==> config.mk <==
export PLATFORM = sky130hd
export DESIGN_NAME = ddoi_front
export DESIGN_NICKNAME = d
export VERILOG_FILES = /design/src/hdl/ddoi_pkg.sv /design/src/hdl/ddoi_front.sv
export SDC_FILE = /design/constraint.sdc
export NUM_CORES = 1
export LEC_CHECK = 0
export BUFFER_PORTS_ARGS = -buffer_cell sky130_fd_sc_hd__buf_2
export CAP_MARGIN = 10
export CORE_MARGIN = 3
export CORE_UTILIZATION = 51
export DETAILED_ROUTE_END_ITERATION = 8
export HOLD_SLACK_MARGIN = 0.03
export PLACE_DENSITY = 0.78
export SLEW_MARGIN = 20
export SYNTH_ARGS = -nofsm -noshare
export SYNTH_HDL_FRONTEND = slang
export SYNTH_SLANG_ARGS = --single-unit
==> constraint.sdc <==
create_clock -name clock -period 3.9 [get_ports clock]
set_input_delay 0.195 -clock clock [delete_from_list [all_inputs] [get_ports clock]]
set_output_delay 0.195 -clock clock [all_outputs]
set_load 0.03 [all_outputs]
==> src/hdl/ddoi_pkg.sv <==
// shared types, constants and tables for the differential drive odometry integrator
package ddoi_pkg;

   localparam int ERPM_W = 21;
   localparam int DT_W   = 20;
   localparam int CSR_IDX_W = 2;
   localparam int CSR_DATA_W = 32;
   localparam int QUEUE_DEPTH = 2;

   localparam logic [CSR_IDX_W-1:0] CSR_SPEED_SCALE = 2'd0;
   localparam logic [CSR_IDX_W-1:0] CSR_INV_SEP     = 2'd1;
   localparam logic [CSR_IDX_W-1:0] CSR_DEADBAND    = 2'd2;

   localparam logic [1:0] FUNC_LEFT  = 2'd0;
   localparam logic [1:0] FUNC_RIGHT = 2'd1;
   localparam logic [1:0] FUNC_TICK  = 2'd2;

   localparam logic signed [33:0] GAIN_Q30 = 34'sd652032874;
   localparam logic [31:0] INV_4PI_Q32 = 32'd341782638;
   localparam logic [15:0] DEADBAND_RST = 16'd3277;

   // one queued job between front and back
   typedef struct packed {
      logic [1:0]              func;
      logic signed [ERPM_W-1:0] speed_erpm;
      logic [DT_W-1:0]         elapsed_time;
   } job_type;

   typedef struct packed {
      logic signed [31:0] pos_x;
      logic signed [31:0] pos_y;
      logic [31:0]        heading;
      logic signed [15:0] quat_z;
      logic signed [15:0] quat_w;
      logic signed [31:0] linear_speed;
      logic signed [31:0] angular_rate;
   } result_type;

   function automatic logic [31:0] atan_entry(input logic [4:0] i);
      logic [31:0] r;
      begin
         case (i)
            5'd0: r = 32'd536870912;   5'd1: r = 32'd316933406;
            5'd2: r = 32'd167458907;   5'd3: r = 32'd85004756;
            5'd4: r = 32'd42667331;    5'd5: r = 32'd21354465;
            5'd6: r = 32'd10679838;    5'd7: r = 32'd5340245;
            5'd8: r = 32'd2670163;     5'd9: r = 32'd1335087;
            5'd10: r = 32'd667544;     5'd11: r = 32'd333772;
            5'd12: r = 32'd166886;     5'd13: r = 32'd83443;
            5'd14: r = 32'd41722;      5'd15: r = 32'd20861;
            5'd16: r = 32'd10430;      5'd17: r = 32'd5215;
            5'd18: r = 32'd2608;       5'd19: r = 32'd1304;
            5'd20: r = 32'd652;        5'd21: r = 32'd326;
            5'd22: r = 32'd163;        5'd23: r = 32'd81;
            5'd24: r = 32'd41;         5'd25: r = 32'd20;
            5'd26: r = 32'd10;         5'd27: r = 32'd5;
            5'd28: r = 32'd3;          5'd29: r = 32'd1;
            5'd30: r = 32'd1;          default: r = 32'd0;
         endcase
         return r;
      end
   endfunction

   function automatic logic signed [31:0] sat32(input logic signed [65:0] v);
      logic signed [31:0] r;
      begin
         if (v > 66'sd2147483647) r = 32'sh7FFFFFFF;
         else if (v < -66'sd2147483648) r = 32'sh80000000;
         else r = v[31:0];
         return r;
      end
   endfunction

endpackage

==> src/hdl/ddoi_front.sv <==
// input side: accepts items, drops unknown kinds, queues jobs
module ddoi_front (
   input  logic                clock,
   input  logic                reset,
   input  logic                req_tvalid,
   output logic                req_tready,
   input  logic [1:0]          req_func,
   input  logic [ddoi_pkg::ERPM_W-1:0] req_erpm,
   input  logic [ddoi_pkg::DT_W-1:0]   req_dt,
   output logic                job_valid,
   input  logic                job_take,
   output ddoi_pkg::job_type   job
);
   localparam int PW = (ddoi_pkg::QUEUE_DEPTH > 1) ? $clog2(ddoi_pkg::QUEUE_DEPTH) : 1;

   ddoi_pkg::job_type q_ff [ddoi_pkg::QUEUE_DEPTH];
   logic [PW-1:0] wp_ff, wp_in, rp_ff, rp_in;
   logic [PW:0]   cnt_ff, cnt_in;
   logic push, pop, known;

   assign known = (req_func == ddoi_pkg::FUNC_LEFT) || (req_func == ddoi_pkg::FUNC_RIGHT) ||
                  (req_func == ddoi_pkg::FUNC_TICK);
   assign req_tready = (cnt_ff != (PW+1)'(ddoi_pkg::QUEUE_DEPTH));
   assign push = req_tvalid && req_tready && known;
   assign pop  = job_valid && job_take;
   assign job_valid = (cnt_ff != '0);
   assign job = q_ff[rp_ff];

   always_comb begin
      wp_in = wp_ff;
      rp_in = rp_ff;
      cnt_in = cnt_ff;
      if (push) wp_in = (wp_ff == PW'(ddoi_pkg::QUEUE_DEPTH-1)) ? '0 : wp_ff + 1'b1;
      if (pop)  rp_in = (rp_ff == PW'(ddoi_pkg::QUEUE_DEPTH-1)) ? '0 : rp_ff + 1'b1;
      if (push && !pop) cnt_in = cnt_ff + 1'b1;
      else if (pop && !push) cnt_in = cnt_ff - 1'b1;
   end

   always_ff @(posedge clock) begin
      if (reset) begin
         wp_ff <= '0;
         rp_ff <= '0;
         cnt_ff <= '0;
      end else begin
         wp_ff <= wp_in;
         rp_ff <= rp_in;
         cnt_ff <= cnt_in;
      end
      if (push) q_ff[wp_ff] <= '{func: req_func, speed_erpm: req_erpm, elapsed_time: req_dt};
   end

`ifndef SYNTHESIS
   a_cnt_bound: assert property (@(posedge clock) disable iff (reset)
      cnt_ff <= (PW+1)'(ddoi_pkg::QUEUE_DEPTH)) else $error("queue overflow");
   a_no_pop_empty: assert property (@(posedge clock) disable iff (reset)
      (cnt_ff == '0) |-> !pop) else $error("pop of empty queue");
   a_push_count: assert property (@(posedge clock) disable iff (reset)
      (push && !pop) |=> cnt_ff == $past(cnt_ff) + 1'b1) else $error("count slip");
`endif
endmodule

# After elaboration in Yosys (flattened, before gate mapping)
# Memories as Yosys holds them, arrays and structs flattened. A register that Yosys moved wholly into a read port is not among the register bits.
# Cells that the tools add are included.
dict set report op_classes {
  add_sub_neg 4
  n_mul 0
  div 0
  order_cmp 0
  eq_ne 3
  n_shift 0
  n_mux 8
  bitwise_logic 0
  n_reduce_logical 12
}
# op n
set op_table {}
lappend op_table {{$mux W1} 6}
lappend op_table {{$logic_and A1 B1 Y1} 5}
lappend op_table {{$mux W2} 2}
lappend op_table {{$reduce_bool A2 Y1} 2}
lappend op_table {{$add A1 B1 Y1 const B} 2}
lappend op_table {{$add A2 B1 Y2 const B} 1}
lappend op_table {{$eq A2 B1 Y1 const B} 1}
lappend op_table {{$eq A2 B2 Y1 const B} 1}
lappend op_table {{$logic_not A1 Y1} 2}
lappend op_table {{$logic_not A2 Y1} 1}
lappend op_table {{$logic_or A1 B1 Y1} 2}
lappend op_table {{$ne A2 B2 Y1 const B} 1}
lappend op_table {{$sub A2 B1 Y2 const B} 1}
dict set report word_totals {
  reg_bits 4
  latch_bits 0
  ramBits 86
  rom_bits 0
  input_bits 47
  mem_count 1
}
# name depth width rd rd_ports_with_merged_regs write_ports line_no
set mem_list {}
lappend mem_list {q_ff 2 43 1 1 1 ddoi_front.sv:16} ;# ddoi_pkg::job_type q_ff [ddoi_pkg::QUEUE_DEPTH];

# Logic depth before layout (Yosys ltp)
dict set report logic_depth {
  word_depth 8
  ltp_mapped 6
}

# Worst setup path after synthesis
# Ideal clock, no wire load.
dict set report synth_path {
  path_type {reg-to-reg}
  from {register cnt_ff[0]}
  to {memory q_ff[0][0] in the netlist's numbering (enable)}
  t_arrival_ns 2.747
  required_time_ns 3.451
  slack_ns 0.705
  path_stages_with_launch 4
  n_path_buf 0
  path_cell_list {dfxtp_1 > nand2b_4 > and3_4 > nor2b_1}
}
dict set report synth_between {
  elab_chain_cells 5
}
# element line_no
set synth_lines {}
lappend synth_lines {{start: declaration} ddoi_front.sv:18} ;# logic [PW:0] cnt_ff, cnt_in;
lappend synth_lines {{start signal: assignment} ddoi_front.sv:47} ;# cnt_ff <= cnt_in;
lappend synth_lines {{$ne A2 B2 Y1} ddoi_front.sv:23} ;# assign req_tready = (cnt_ff != (PW+1)'(ddoi_pkg::QUEUE_DEPTH));
lappend synth_lines {{via req_tready} ddoi_front.sv:6} ;# output logic req_tready,
lappend synth_lines {{$logic_and A1 B1 Y1 (2 in series)} ddoi_front.sv:24} ;# assign push = req_tvalid && req_tready && known;
lappend synth_lines {{via push} ddoi_front.sv:19} ;# logic push, pop, known;
lappend synth_lines {{$mux W1} ddoi_front.sv:49} ;# if (push) q_ff[wp_ff] <= '{func: req_func, speed_erpm: req_erpm, elapsed_time: req_dt};
lappend synth_lines {{$mux W1 (not written as such)} ddoi_front.sv:49}
lappend synth_lines {{end: declaration} ddoi_front.sv:16}
# The timed path passes the listed nets, and every way through them passes these cells.

==> run summary <==
Placed cells = 321
Routed vias/inst = 5.04
Gpl congestion = 0.672
Clock Path Buffers = 2
# nets final = 311
# Max-Cap Violations = 0
Post-synthesis compound-gate area fraction = 0.00449
Hold endpoint = q_ff[1][33]$_DFFE_PP_
WL final = 5600 um
Syn Nets = 207
Power share of the clock group = 0.213
Sequential area share after synthesis = 0.802
Rel. slew slack = 0.294
CP endpoint kind = output pin
Required time worst endpoint = 3700 ps
Endpoints failing hold = 0
Final setup fails = 0
Post-Synth XOR/XNOR Area = 0.00786
Post-DRT Antenna Nets = 0
Min-Delay Path Class = in -> reg
Fin. max-slew vios = 0
Fillers = 410
I/O pins = 92
Power share of the sequential group = 0.484
Comb pwr share = 0.303
FF+latch area = 2680 um^2
Final min period = 2150 ps
H-tree Lvls = 3
Post-CTS Resized = 0
Worst setup path class = reg -> out
Power Dens Cells = 657 nW/um^2
Largest family of logic cells by synthesized area = multiplexers
Leak pwr = 0.00154 uW
Vias in the first global route = 1778
Worst reg2reg path endpoint = q_ff[0][26]$_DFFE_PP_
Critical Path AT = 1950 ps
CTS tree = built
Pin count of the biggest net entering global routing = 44
Row count = 28
Clk_lat worst skew = 330 ps
Min-delay src = req_erpm[13]
R2r setup slk = 1840 ps
Area grow syn2layout = 23.1%
Die ar. = 7560 um^2
Core Box Area = 6130 um^2
N_diodes = 0
Mux contribution to synthesized area = 0.149
Maximum VDD drop = 0.000474 V
IO Port Bufs = 91
Fmax = 466 MHz
Average size of a mapped cell = 21.0 um^2
First-pass GRT wire length = 8530 um
Area after DPL = 3880 um^2
Initial antenna violation count = 0
Synth Register Bits = 91
Clock sinks = 91
Non-filler instance count after layout = 343
# DRC = 0
Fin crit share = 0.550
Synth Warn # = 0
Gate Count Post-Synth = 159
RSZ-0062 raised after global routing = false
Avg WL per Cell = 16.3 um
DRT iter0 DRCs = 71
Sw frac = 0.327
Share of cells above drive strength 1 = 0.567
Die Y = 87.0 um
Int Power = 1820 uW
DR vias = 1729
Worst Setup Start Kind = flip-flop
Netlist Area Pre-Place = 3340 um^2
Post-DP HPWL = 3640 um
Count of cell types in the netlist = 18
Worst-margin pin slew = 1060 ps
Power, Total = 2700 uW
Reg clk slew, reported paths = 80 ps
Global-route usage over all layers = 0.152
Crit Reg-Reg Startpoint = cnt_ff[0]$_SDFFE_PP0P_
DRT Pass-1 Iters = 4
Critical-path maximum fanout = 43
Finished Cell Area = 4110 um^2
CTS root buf = clkbuf_8
Post-Synth Adder-Cell Area = 0.00374
Num CTS Buffers = 9
GR Overflow Total = 0
Worst Reg2Reg Path Length in Cells = 4
Multi-input combinational cell area = 637 um^2
Hold depth = 1
Simple-Gate Fraction of Synth Area = 0.0225
Max Clock Skew = 2.17 ps
Status = complete, no violations
Switching power = 884 uW
Initial Util = 0.545
DIE WIDTH = 87.0 um
Setup tns final = 0 ps
## worst max-delay path, stage by stage (launching register included)
cell and delay [ps]:
dfxtp_2 990, mux2_2 430, buf_2 180
## power groups by stage
stage               combinational, uW  sequential [uW]  clock [uW]
finish                            820             1310         575
global placement                  818             1330           0
global route                      870             1330         632
floorplan                         674             1260           0
CTS                               828             1310         592
detailed placement                823             1330           0
## placed cells by master, fill, tap and decap left out, types with 2 or more instances in the layout
cell	instances
buf_2	91
edfxtp_1	86
dfxtp_1	4
xor2_1	3
nor2_1	4
mux2_2	43
clkinv_1	3
clkbuf_1	3
dlygate4sd3_1	6
o21ai_0	2
clkbuf_8	9
## registers in the layout, indices dropped and copies added, names as in the netlist, named ones only
name    flops
cnt_ff      2
wp_ff       1
q_ff       86
rp_ff       1
## worst max-delay path by stage
stage,from,endpoint,slack (ps),depth (start not counted)
floorplan,cnt_ff[0]$_SDFFE_PP0P_,q_ff[0][0]$_DFFE_PP_,700,3
global placement,cnt_ff[0]$_SDFFE_PP0P_,q_ff[0][30]$_DFFE_PP_,1880,4
detailed placement,cnt_ff[0]$_SDFFE_PP0P_,q_ff[0][30]$_DFFE_PP_,1820,4
CTS,flip-flop,job[31],1710,2
global route,flip-flop,job[31],1640,2
finish,flip-flop,job[13],1750,2
## per-layer routing
| metal | part of all wire | track usage | up-vias |
|---|---|---|---|
| met5 | 0 | 0 | - |
| met4 | 0.020 | 0.0807 | 0 |
| met3 | 0.080 | 0.0464 | 10 |
| met2 | 0.48 | 0.239 | 61 |
| met1 | 0.42 | 0.188 | 832 |
| li1 | - | - | 826 |
## per-stage QoR
stage                     setup slack (ps)   util  hold WS [ps]
after global placement                1880  0.632           384
after detailed placement              1820  0.632           388
after global routing                  1640  0.671          30.0
after floorplan                        705      -           264
final                                 1750  0.671          44.8
after CTS                             1710  0.663          30.0
## synth_stat cells, drive strengths merged
cell type	n	area (um^2)
and3	1	11.3
ha	1	12.5
nor2b	2	12.5
nand2b	1	13.8
or2	1	6.26
dfxtp	5	100
nand2	1	3.75
edfxtp	86	2580
a21oi	1	5.00
buf	5	32.5
and2	1	6.26
or3	1	6.26
mux2	44	499
nor2	4	15.0
o21ai	2	10.0
xor2	3	26.3
## repair_timing
action                    4_1_cts  5_1_grt
hold endpoints to repair        2       10
hold buffers                    1        5
setup buffers                   0        0
## final cells by class
class / count / area share
flip-flops and latches: 91 / 0.652
multi-input cells: 63 / 0.155
repair buffers: 98 / 0.127
clock buffers: 12 / 0.0328
well taps: 75 / 0.0228
clock inverters: 4 / 0.0100
## kinds of logic (layout without fill, tap and decap cells)
logic type               Yosys count  in the layout
adder cells (fa/ha/maj)            1              1
AO/OA/AOI/OAI                      3              3
flip-flops                        91             91
buffers and inverters              5            114
AND/OR/NAND/NOR                   12             12
multiplexers                      44             44
XOR/XNOR                           3              3
Note: power is estimated with default switching activity, not from simulation.
